===== config.mk =====
export PLATFORM = sky130hd
export DESIGN_NAME = pal_queue
export DESIGN_NICKNAME = d
export VERILOG_FILES = /design/src/hw/rtl/pal_pkg.sv /design/src/hw/rtl/pal_queue.sv
export SDC_FILE = /design/constraint.sdc
export NUM_CORES = 1
export LEC_CHECK = 0
export BUFFER_PORTS_ARGS = -buffer_cell sky130_fd_sc_hd__buf_2
export CAP_MARGIN = 10
export CORE_UTILIZATION = 52
export DETAILED_ROUTE_END_ITERATION = 16
export GPL_TIMING_DRIVEN = 0
export PLACE_DENSITY = 0.77
export SETUP_SLACK_MARGIN = 0.3
export SKIP_LAST_GASP = 1
export SLEW_MARGIN = 20
export SYNTH_ARGS = -nofsm -noshare
export SYNTH_HDL_FRONTEND = slang
export SYNTH_SLANG_ARGS = --single-unit
export TNS_END_PERCENT = 10

===== constraint.sdc =====
create_clock -name i_clk -period 4 [get_ports i_clk]
set_clock_uncertainty 0.05 [all_clocks]
set_input_delay 0.2 -clock i_clk [delete_from_list [all_inputs] [get_ports i_clk]]
set_output_delay 0.2 -clock i_clk [all_outputs]
set_load 0.005 [all_outputs]

===== src/hw/rtl/pal_pkg.sv =====
// ----------------------------------------------------------------------------
// pal_pkg
// Shared types and codes of the prefix access list engine.
// ----------------------------------------------------------------------------
`default_nettype none

package pal_pkg;

    // operation codes
    typedef enum logic [1:0] {
        FN_ADD    = 2'd0,
        FN_REMOVE = 2'd1,
        FN_DELETE = 2'd2,
        FN_APPLY  = 2'd3
    } t_func;

    // status codes
    localparam logic [2:0] ST_OK      = 3'd0;
    localparam logic [2:0] ST_BADLIST = 3'd1;
    localparam logic [2:0] ST_DUP     = 3'd2;
    localparam logic [2:0] ST_UNDEF   = 3'd3;
    localparam logic [2:0] ST_NORULE  = 3'd4;
    localparam logic [2:0] ST_FULL    = 3'd5;

    localparam int QDEPTH = 2;

    // one stored rule, length already clamped, mask zero without wildcard
    typedef struct packed {
        logic [31:0] addr;
        logic        has_wild;
        logic [31:0] wild;
        logic        permit;
        logic        all;
        logic [5:0]  len;
        logic        exact;
        logic        refine;
    } t_rule;

    // classified command handed from front to back
    typedef struct packed {
        t_func      func;
        logic       bad;
        logic [7:0] list;
        t_rule      rule;
    } t_cmd;

    typedef struct packed {
        logic empty;
        logic full;
    } t_qstat;

    // leading-ones mask of a prefix length (0..32)
    function automatic logic [31:0] len_mask(input logic [5:0] len);
        logic [31:0] m;
        m = '0;
        if (len != 6'd0) begin
            m = 32'hFFFF_FFFF << (6'd32 - len);
        end
        return m;
    endfunction

endpackage

`default_nettype wire


===== src/hw/rtl/pal_queue.sv =====
// ----------------------------------------------------------------------------
// pal_queue
// Short command queue between front and back.
// ----------------------------------------------------------------------------
`default_nettype none

module pal_queue (
    input  wire               i_clk,
    input  wire               i_rst_n,
    input  wire               i_push,
    input  pal_pkg::t_cmd     i_cmd,
    input  wire               i_pop,
    output pal_pkg::t_cmd     o_cmd,
    output pal_pkg::t_qstat   o_qstat
);
    import pal_pkg::*;

    localparam int PW = $clog2(QDEPTH);

    t_cmd              r_mem [QDEPTH];
    logic [PW-1:0]     r_wp;
    logic [PW-1:0]     r_rp;
    logic [PW:0]       r_cnt;
    logic              do_push;
    logic              do_pop;

    assign o_qstat.empty = (r_cnt == '0);
    assign o_qstat.full  = (r_cnt == (PW+1)'(QDEPTH));
    assign do_push       = i_push && !o_qstat.full;
    assign do_pop        = i_pop && !o_qstat.empty;
    assign o_cmd         = r_mem[r_rp];

    // advance pointers and count
    always_ff @(posedge i_clk) begin
        if (!i_rst_n) begin
            r_wp  <= '0;
            r_rp  <= '0;
            r_cnt <= '0;
        end else begin
            if (do_push) begin
                r_wp <= (r_wp == PW'(QDEPTH - 1)) ? '0 : r_wp + 1'b1;
            end
            if (do_pop) begin
                r_rp <= (r_rp == PW'(QDEPTH - 1)) ? '0 : r_rp + 1'b1;
            end
            case ({do_push, do_pop})
                2'b10:   r_cnt <= r_cnt + 1'b1;
                2'b01:   r_cnt <= r_cnt - 1'b1;
                default: r_cnt <= r_cnt;
            endcase
        end
        if (do_push) begin
            r_mem[r_wp] <= i_cmd;
        end
    end

endmodule

`default_nettype wire


==> results.txt <==
status - finished, final reports clean
cell row count - 40
setup violators final - 0
DR vias/cell - 4.91
remaining global-route overflow - 0
Setup crit end kind - flop
slew margin rel. - 56.4%
die area - 12,800 um2
antenna cells - 0
fraction of layout cells with a size suffix above 1 - 41.9%
Clock Latency Late Sink - 0.42 ns
arrival time worst endpoint - 2.33 ns
LEAKAGE - 3.45 nW
Synth Area per Inst - 21.9 um2
DR pass1 iterations - 4
crit path launch type - flop
clock-pin slew of the registers on the worst-case setup and hold paths - 0.06 ns
Post-DP HPWL - 7.48 mm
final worst path period share - 56.9%
number of distinct library cells after synthesis - 22
area of the mapped netlist - 6450 um2
Slew @ Worst Pin - 0.655 ns
Worst Hold Class - in2reg
Die Ht - 113 um
Synth-to-Final Area Change - 40.3%
detailed-route via count - 3,730
setup bufs post-CTS - 0
R2R Path Start - r_cnt[0]$_SDFFE_PN0P_
R2R depth - 5
Die X - 113 um
hold path depth - 4
port bufs - 177
R2R Path End - r_mem[0][63]$_DFFE_PP_
Hold Fails Final Rpt - 0
final slew viol count - 0
CP Max Fanout - 49
num ports - 178
Synthesis Warnings - 0
RSZ-0062 raised after global routing - false
hold_ws - 0.202 ns
TritonCTS clock tree - done
most common cell after layout, fill and taps aside - buf_2
CTS Sinks - 177
post-synthesis register bit count - 177
setup slack, reg-to-reg - 1.72 ns
first-pass GRT wire length - 20.2 mm
vias in the first global route - 4,032
most frequent cells in the layout - buf_2 (181), edfxtp_1 (172), dlygate4sd3_1 (87)
Nets - 670
Peak supply drop - 0.000451 V
sum of negative setup slack - 0 ns
Post-Route WL - 13.2 mm
cell area power density - 583 nW/um2
iteration-0 DRC count of the detailed router - 217
post-route ant nets - 0
H-tree depth - 4
syn_nets - 385
DRC Markers - 0
Placeable Area - 12,100 um2
root buf cell - clkbuf_16
Post-Syn Instances - 294
RD Place Congestion - 0.683
initial antenna violation count - 0
Initial Util - 53.4%
Tmin final - 2.28 ns
Worst Hold Launch - i_pop
WS Path Type - reg2reg
max_cap viols - 0
GRT Util Overall - 21.6%
Clock Path Buffers - 2
fmax - 0.439 GHz
Inserted Clock Buffers - 17
register area share after synthesis - 81.7%
power consumption - 0.00528 W
WP data required - 4.05 ns
largest net degree at the start of global routing - 50
drt wl/cell - 17.4 um
Final Util - 75.0%
how the worst max path moves through the flow:
stage	start	endpoint	slack, ns
floorplan	r_cnt[0]$_SDFFE_PN0P_	r_mem[1][0]$_DFFE_PP_	0.89
global placement	r_cnt[0]$_SDFFE_PN0P_	r_mem[1][48]$_DFFE_PP_	-0.12
detailed placement	r_cnt[0]$_SDFFE_PN0P_	r_mem[0][28]$_DFFE_PP_	1.77
CTS	r_cnt[0]$_SDFFE_PN0P_	r_mem[0][34]$_DFFE_PP_	1.75
global route	r_cnt[0]$_SDFFE_PN0P_	r_mem[0][85]$_DFFE_PP_	1.60
finish	r_cnt[0]$_SDFFE_PN0P_	r_mem[0][63]$_DFFE_PP_	1.72
layer usage:
metal	up-vias	global-route usage (%)	share of wire, %
li1	1732	-	-
met1	1839	22.0	36
met2	140	40.3	55
met3	19	7.18	7.1
met4	0	9.21	1.8
met5	-	0	0
what timing repair did:
| item | in CTS | in global routing |
|---|---|---|
| gates resized for setup | 0 | 0 |
| hold buffers | 87 | 0 |
| endpoints found under the hold margin | 173 | 0 |
flip-flops by register name, indices dropped and copies added (netlist names), named ones only:
register,flops
r_cnt,2
r_mem,172
r_rp,1
r_wp,1
area by class of cell:
cell class | instances | area, um2
repair buffers | 266 | 1800
fillers | 690 | 3020
clock buffers | 19 | 433
multi-input cells | 104 | 1100
well taps | 168 | 210
clock inverters | 13 | 144
plain buffers | 10 | 76.3
flip-flops and latches | 177 | 5270
inverters | 3 | 13.8
Yosys cell counts:
cell type | instances | area share [%]
edfxtp_1 | 172 | 80
mux2_1 | 57 | 10
mux2_2 | 29 | 5.1
dfxtp_1 | 5 | 1.6
buf_2 | 4 | 0.31
buf_6 | 4 | 0.70
xnor2_1 | 3 | 0.41
a21boi_1 | 2 | 0.23
inv_1 | 2 | 0.12
nor2b_1 | 2 | 0.19
o21ai_0 | 2 | 0.16
or3_1 | 2 | 0.19
and2_1 | 1 | 0.097
and3_1 | 1 | 0.097
buf_4 | 1 | 0.12
clkbuf_1 | 1 | 0.058
ha_1 | 1 | 0.19
inv_2 | 1 | 0.058
nand2_1 | 1 | 0.058
nand2b_2 | 1 | 0.14
nor2_1 | 1 | 0.058
o21a_1 | 1 | 0.12
cells by family after synthesis:
logic type / count (synthesis) / synth area share, %
buf+inv: 13 / 1.36
xor+xnor: 3 / 0.408
flops: 177 / 81.7
simple gates: 9 / 0.835
fa+ha+maj: 1 / 0.194
compound gates: 5 / 0.505
mux: 86 / 15.0
report_power, final:
part           switching (W)  total (W)  internal (W)
Sequential         0.0000682    0.00241       0.00234
Clock               0.000639    0.00161      0.000970
Combinational       0.000618    0.00126      0.000642
Total                0.00132    0.00528       0.00395
critical path: stages, from the launching register on:
cell,delay [ns]
dfxtp_1,0.43
nand2b_2,0.19
inv_2,0.06
or3_1,0.38
inv_4,0.51
buf_12,0.31
metrics by stage:
step           cells  worst slack [ns]  cell area [um2]
5_1_grt          760              1.60             9040
4_1_cts          760              1.75             9040
3_3_place_gp     639            -0.116             7540
2_1_floorplan    294             0.895             6450
3_5_place_dp     641              1.77             7600
6_report         760              1.72             9040
(Power assumes the default switching activity.)
