--- config.mk ---
export PLATFORM = sky130hd
export DESIGN_NAME = pal_front
export DESIGN_NICKNAME = d
export VERILOG_FILES = /design/src/hw/rtl/pal_pkg.sv /design/src/hw/rtl/pal_front.sv
export SDC_FILE = /design/constraint.sdc
export NUM_CORES = 1
export LEC_CHECK = 0
export ABC_AREA = 1
export BUFFER_PORTS_ARGS = -buffer_cell sky130_fd_sc_hd__buf_4
export CAP_MARGIN = 20
export CORE_ASPECT_RATIO = 0.9
export CORE_MARGIN = 4
export CORE_UTILIZATION = 43
export DETAILED_ROUTE_END_ITERATION = 6
export GPL_TIMING_DRIVEN = 0
export PLACE_DENSITY = 0.8
export SLEW_MARGIN = 20
export SYNTH_ARGS = -nofsm -noshare
export SYNTH_HDL_FRONTEND = slang
export SYNTH_SLANG_ARGS = --single-unit
export TNS_END_PERCENT = 10
--- constraint.sdc ---
create_clock -name i_clk -period 6.4 [get_ports i_clk]
set_input_delay 0.32 -clock i_clk [delete_from_list [all_inputs] [get_ports i_clk]]
set_output_delay 0.32 -clock i_clk [all_outputs]
set_load 0.01 [all_outputs]
--- src/hw/rtl/pal_pkg.sv ---
// ----------------------------------------------------------------------------
// pal_pkg
// Shared types and codes of the prefix access list engine.
// ----------------------------------------------------------------------------
`default_nettype none

package pal_pkg;

    // operation codes
    typedef enum logic [1:0] {
        FN_ADD    = 2'd0,
        FN_REMOVE = 2'd1,
        FN_DELETE = 2'd2,
        FN_APPLY  = 2'd3
    } t_func;

    // status codes
    localparam logic [2:0] ST_OK      = 3'd0;
    localparam logic [2:0] ST_BADLIST = 3'd1;
    localparam logic [2:0] ST_DUP     = 3'd2;
    localparam logic [2:0] ST_UNDEF   = 3'd3;
    localparam logic [2:0] ST_NORULE  = 3'd4;
    localparam logic [2:0] ST_FULL    = 3'd5;

    localparam int QDEPTH = 2;

    // one stored rule, length already clamped, mask zero without wildcard
    typedef struct packed {
        logic [31:0] addr;
        logic        has_wild;
        logic [31:0] wild;
        logic        permit;
        logic        all;
        logic [5:0]  len;
        logic        exact;
        logic        refine;
    } t_rule;

    // classified command handed from front to back
    typedef struct packed {
        t_func      func;
        logic       bad;
        logic [7:0] list;
        t_rule      rule;
    } t_cmd;

    typedef struct packed {
        logic empty;
        logic full;
    } t_qstat;

    // leading-ones mask of a prefix length (0..32)
    function automatic logic [31:0] len_mask(input logic [5:0] len);
        logic [31:0] m;
        m = '0;
        if (len != 6'd0) begin
            m = 32'hFFFF_FFFF << (6'd32 - len);
        end
        return m;
    endfunction

endpackage

`default_nettype wire

--- src/hw/rtl/pal_front.sv ---
// ----------------------------------------------------------------------------
// pal_front
// Accepts items, clamps the length, builds the rule and flags a bad list.
// ----------------------------------------------------------------------------
`default_nettype none

module pal_front #(
    parameter int NUM_LISTS = 16
) (
    input  wire                 i_clk,
    input  wire                 i_rst_n,
    input  wire                 i_valid,
    output logic                o_stall,
    input  wire  [1:0]          i_func,
    input  wire  [7:0]          i_list_num,
    input  wire                 i_permit,
    input  wire                 i_match_all,
    input  wire  [5:0]          i_prefix_len,
    input  wire  [31:0]         i_prefix_addr,
    input  wire                 i_has_wildcard,
    input  wire  [31:0]         i_wildcard_mask,
    input  wire                 i_exact_flag,
    input  wire                 i_refine_flag,
    input  pal_pkg::t_qstat     i_qstat,
    output logic                o_push,
    output pal_pkg::t_cmd       o_cmd
);
    import pal_pkg::*;

    logic  r_valid;
    t_cmd  r_cmd;
    t_cmd  n_cmd;
    logic  accept;

    assign o_push  = r_valid && !i_qstat.full;
    assign o_stall = r_valid && i_qstat.full;
    assign accept  = i_valid && !o_stall;
    assign o_cmd   = r_cmd;

    // classify the incoming item
    always_comb begin
        n_cmd               = '0;
        n_cmd.func          = t_func'(i_func);
        n_cmd.bad           = (9'(i_list_num) >= 9'(NUM_LISTS));
        n_cmd.list          = i_list_num;
        n_cmd.rule.addr     = i_prefix_addr;
        n_cmd.rule.has_wild = i_has_wildcard;
        n_cmd.rule.wild     = i_has_wildcard ? i_wildcard_mask : 32'd0;
        n_cmd.rule.permit   = i_permit;
        n_cmd.rule.all      = i_match_all;
        n_cmd.rule.len      = (i_prefix_len > 6'd32) ? 6'd32 : i_prefix_len;
        n_cmd.rule.exact    = i_exact_flag;
        n_cmd.rule.refine   = i_refine_flag;
    end

    // hold one item until the queue takes it
    always_ff @(posedge i_clk) begin
        if (!i_rst_n) begin
            r_valid <= 1'b0;
        end else if (accept) begin
            r_valid <= 1'b1;
        end else if (o_push) begin
            r_valid <= 1'b0;
        end
        if (accept) begin
            r_cmd <= n_cmd;
        end
    end

endmodule

`default_nettype wire

==> Implementation_results.wiki <==
{| class="wikitable"
! Metric !! Value
|-
| GR Layer Usage met1 || 15.6%
|-
| Cells taking the most area after synthesis || edfxtp_1, inv_1, nand2_1
|-
| Post-synthesis to final-layout area growth || 58.0%
|-
| Worst-case clock buffer depth || 2
|-
| Initial Util || between 40% and 50%
|-
| Total count of max-transition violations in the final report || 0
|-
| Placement Cell Area || around 0.0045 sq mm
|-
| Resize count post-CTS || 0
|-
| Tightest Hold Check Type || in -> reg
|-
| Mux contribution to synthesized area || 0%
|-
| CTS HTree Levels || 3
|-
| Setup Total Neg Slack || 0 ns
|-
| Post-DP HPWL || 5.44 mm
|-
| Pin count of the biggest net entering global routing || 29
|-
| Data arrival time at the worst-slack endpoint || ~1.8 ns
|-
| End of the worst register-to-register path || o_cmd[50]
|-
| Max rail drop VDD || about 0.18 mV
|-
| Compound-gate portion of the synthesized area || less than 1%
|-
| Post-synth net total || 268
|-
| Slew at the pin closest to its max-slew limit || between 0.6 and 0.7 ns
|-
| Worst Clk Skew || ~0.0096 ns
|-
| Post-CTS Setup Inserts || 0
|-
| Sequential-to-total area share from yosys stat || between 80% and 90%
|-
| Port Buf Inserts || 176
|-
| Cell repeated most along the worst path || buf_16
|-
| Most frequent standard cell in the layout excluding fill and tap cells || buf_4
|-
| Reg-to-reg startpoint || r_valid
|-
| Main combinational cell family by area after synthesis || buffers and inverters
|-
| Combined buffer and inverter count along the critical path || 3
|-
| DR DRC count || 0
|-
| Maximum fanout encountered on the critical timing path || 28
|-
| Area share of the leading cell type in the synthesized netlist || roughly 87%
|-
| # IOs || roughly 180
|-
| Outcome || finished, final reports clean
|-
| Register-to-register setup slack || between 4 and 5 ns
|-
| WHS Endpoint || o_cmd[45]
|-
| Total overflow reported by the global router || 0
|-
| Max-cap violations || 0
|-
| CTS tree || yes
|-
| Floorplan core area || 0.00666 sq mm
|-
| Per-cell routed wire length || about 15 microns
|-
| Worst Reg2Reg Path Length in Cells || 5
|-
| Chip width || 95.7 microns
|-
| RSZ-0062 raised after global routing || no
|-
| Number of register bits inferred by synthesis || 87
|-
| Number of antenna repair diodes || 0
|-
| Crit-path max cell delay || between 0.4 and 0.5 ns
|-
| # rows || 28
|-
| RePlAce Congestion || about 0.76
|-
| Share of layout cells above drive strength 1 || about 53%
|-
| Clock root buffer || clkbuf_8
|-
| CP Capture Type || flip-flop
|-
| Worst hold path startpoint || i_prefix_addr[2]
|-
| Global-route met3 utilization || approximately a tenth
|-
| Slew Limit Headroom || 58.9%
|-
| Number of antenna violations at the first check in global routing || 0
|-
| CP top delay family || simple AND/OR/NAND/NOR gates
|-
| Insertion delay of the later-clocked pin in the worst-skew pair || 0.35 ns
|-
| Final critical path time including I/O delays and setup || approximately 1.7 ns
|-
| Top library cells by usage in the layout, fill and taps aside || buf_4, edfxtp_1, inv_1
|-
| Vias || 2008
|-
| All-Layer GR Usage || approximately 16%
|-
| Adder-Cell Fraction of Synth Area || 0%
|-
| Multi-input logic area || between 150 and 200 sq um
|-
| Final nets || 458
|-
| Die area || a little over 0.008 sq mm
|-
| Largest area contributor in the netlist || edfxtp_1
|-
| Mean cell area of the mapped netlist || between 15 and 20 sq um
|-
| Met2 global-route usage || 28.8%
|-
| Number of warnings printed during yosys synthesis || 0
|-
| Worst hold stages || 1
|-
| Crit path required time || between 6 and 7 ns
|-
| Clock slew seen by the registers of the worst setup and hold paths || 0.09 ns
|-
| Crit Path Category || reg -> reg
|-
| Leak pwr || around 2.2 nW
|-
| Starting DRT DRC Count || 65
|-
| Most heavily used metal layer in global routing || met2
|-
| Count of nets left with antenna violations after detail routing || 0
|-
| Chain of cells forming the critical path || nand2_1, inv_1, nor2_4, buf_16, buf_16
|-
| TritonRoute pass-1 iters || 4
|-
| Final instance area || approximately 0.0047 sq mm
|-
| Clock buffers created by TritonCTS || 9
|-
| Clock sinks || 87
|-
| Cell with the biggest individual delay on the critical path || nor2_4
|-
| Number of failing hold endpoints at the final stage || 0
|-
| Simple-gate share of the synthesized area || ~5.3%
|-
| Max Fclk || 590 MHz
|-
| Height of the die || about 87 microns
|-
| Post-detailed-route via-to-cell ratio || between 4 and 5
|-
| Wire length reported by the detailed router || approximately 6.8 mm
|-
| First-pass GRT wire length || ~9.8 mm
|-
| FF+latch area || roughly 0.0026 sq mm
|-
| Setup-violating endpoint count in the final report || 0
|-
| Number of buffers added to fix hold violations after cts || 0
|-
| Crit start category || flip-flop
|-
| Netlist area before placement || between 0.002 and 0.003 sq mm
|-
| Vias in the first global route || 1989
|-
| Mapped Cells || 178
|-
| Total of fill cells in the finished design || 487
|-
| Share of the clock period used by the worst path || about a quarter
|-
| Xor and xnor area share after synthesis || 0%
|-
| Power density over cell area || between 200 and 300 mW/mm^2
|-
| Count of distinct cell types in the synthesized netlist || 10
|}
-- report_power, final --
| group | internal, mW | switching (mW) | leakage (nW) |
|---|---|---|---|
| registers | 0.667 | 0.00921 | 0.850 |
| logic | 0.0856 | 0.0644 | 1.30 |
| clock network | 0.183 | 0.195 | 0.0925 |
| total | 0.936 | 0.269 | 2.24 |
-- routing by layer --
| layer | up-vias | share of wire [%] |
|---|---|---|
| met5 | - | 0 |
| met2 | 112 | 53 |
| met1 | 913 | 32 |
| met4 | 0 | 1.2 |
| li1 | 974 | - |
| met3 | 9 | 14 |
-- final cells by class --
cell class	count	share of cell area [%]
well taps	90	2.39
inverters	40	3.19
flip-flops and latches	87	55.3
repair buffers	179	29.8
multi-input cells	47	4.12
clock buffers	9	2.63
clock inverters	7	1.68
plain buffers	4	0.798
-- worst reg2reg max path, stage by stage (launching register included) --
cell and delay, ns:
dfxtp_1 0.32, nand2_1 0.08, inv_1 0.07, nor2_4 0.48, buf_16 0.24, buf_16 0.19
-- through the flow --
step	hold WS (ns)	setup WS (ns)	cells	total power, mW	utilization [%]
after global placement	0.473	0.488	444	0.833	66.3
final	0.141	4.71	463	1.20	70.7
after global routing	0.101	4.60	463	1.26	70.7
after CTS	0.117	4.68	463	1.22	70.7
after floorplan	0.419	1.82	178	0.735	-
after detailed placement	0.500	4.54	447	0.842	67.6
-- sequential cells by signal, indices dropped and copies added, names as in the netlist --
signal   flops
r_valid      1
o_cmd       86
-- worst max-delay path by stage --
stage / from / end / slack [ns] / depth (start not counted)
global route: r_valid / o_cmd[5] / 4.60 / 5
global placement: i_qstat[0] / o_cmd[61] / 0.49 / 4
detailed placement: i_qstat[0] / o_cmd[58] / 4.54 / 6
floorplan: i_qstat[0] / o_cmd[0] / 1.82 / 3
CTS: r_valid / o_cmd[57] / 4.68 / 5
finish: r_valid / o_cmd[50] / 4.71 / 5
-- kinds of logic after synthesis --
group | Yosys count
AO/OA/AOI/OAI | 5
flip-flops | 87
AND/OR/NAND/NOR | 42
buffers and inverters | 44
-- cell usage after synthesis --
cell,instances
edfxtp_1,86
inv_1,40
nand2_1,34
nor2_1,7
a21oi_1,4
buf_6,3
a21boi_0,1
clkbuf_1,1
dfxtp_1,1
nand3_1,1
(Power assumes the default switching activity.)
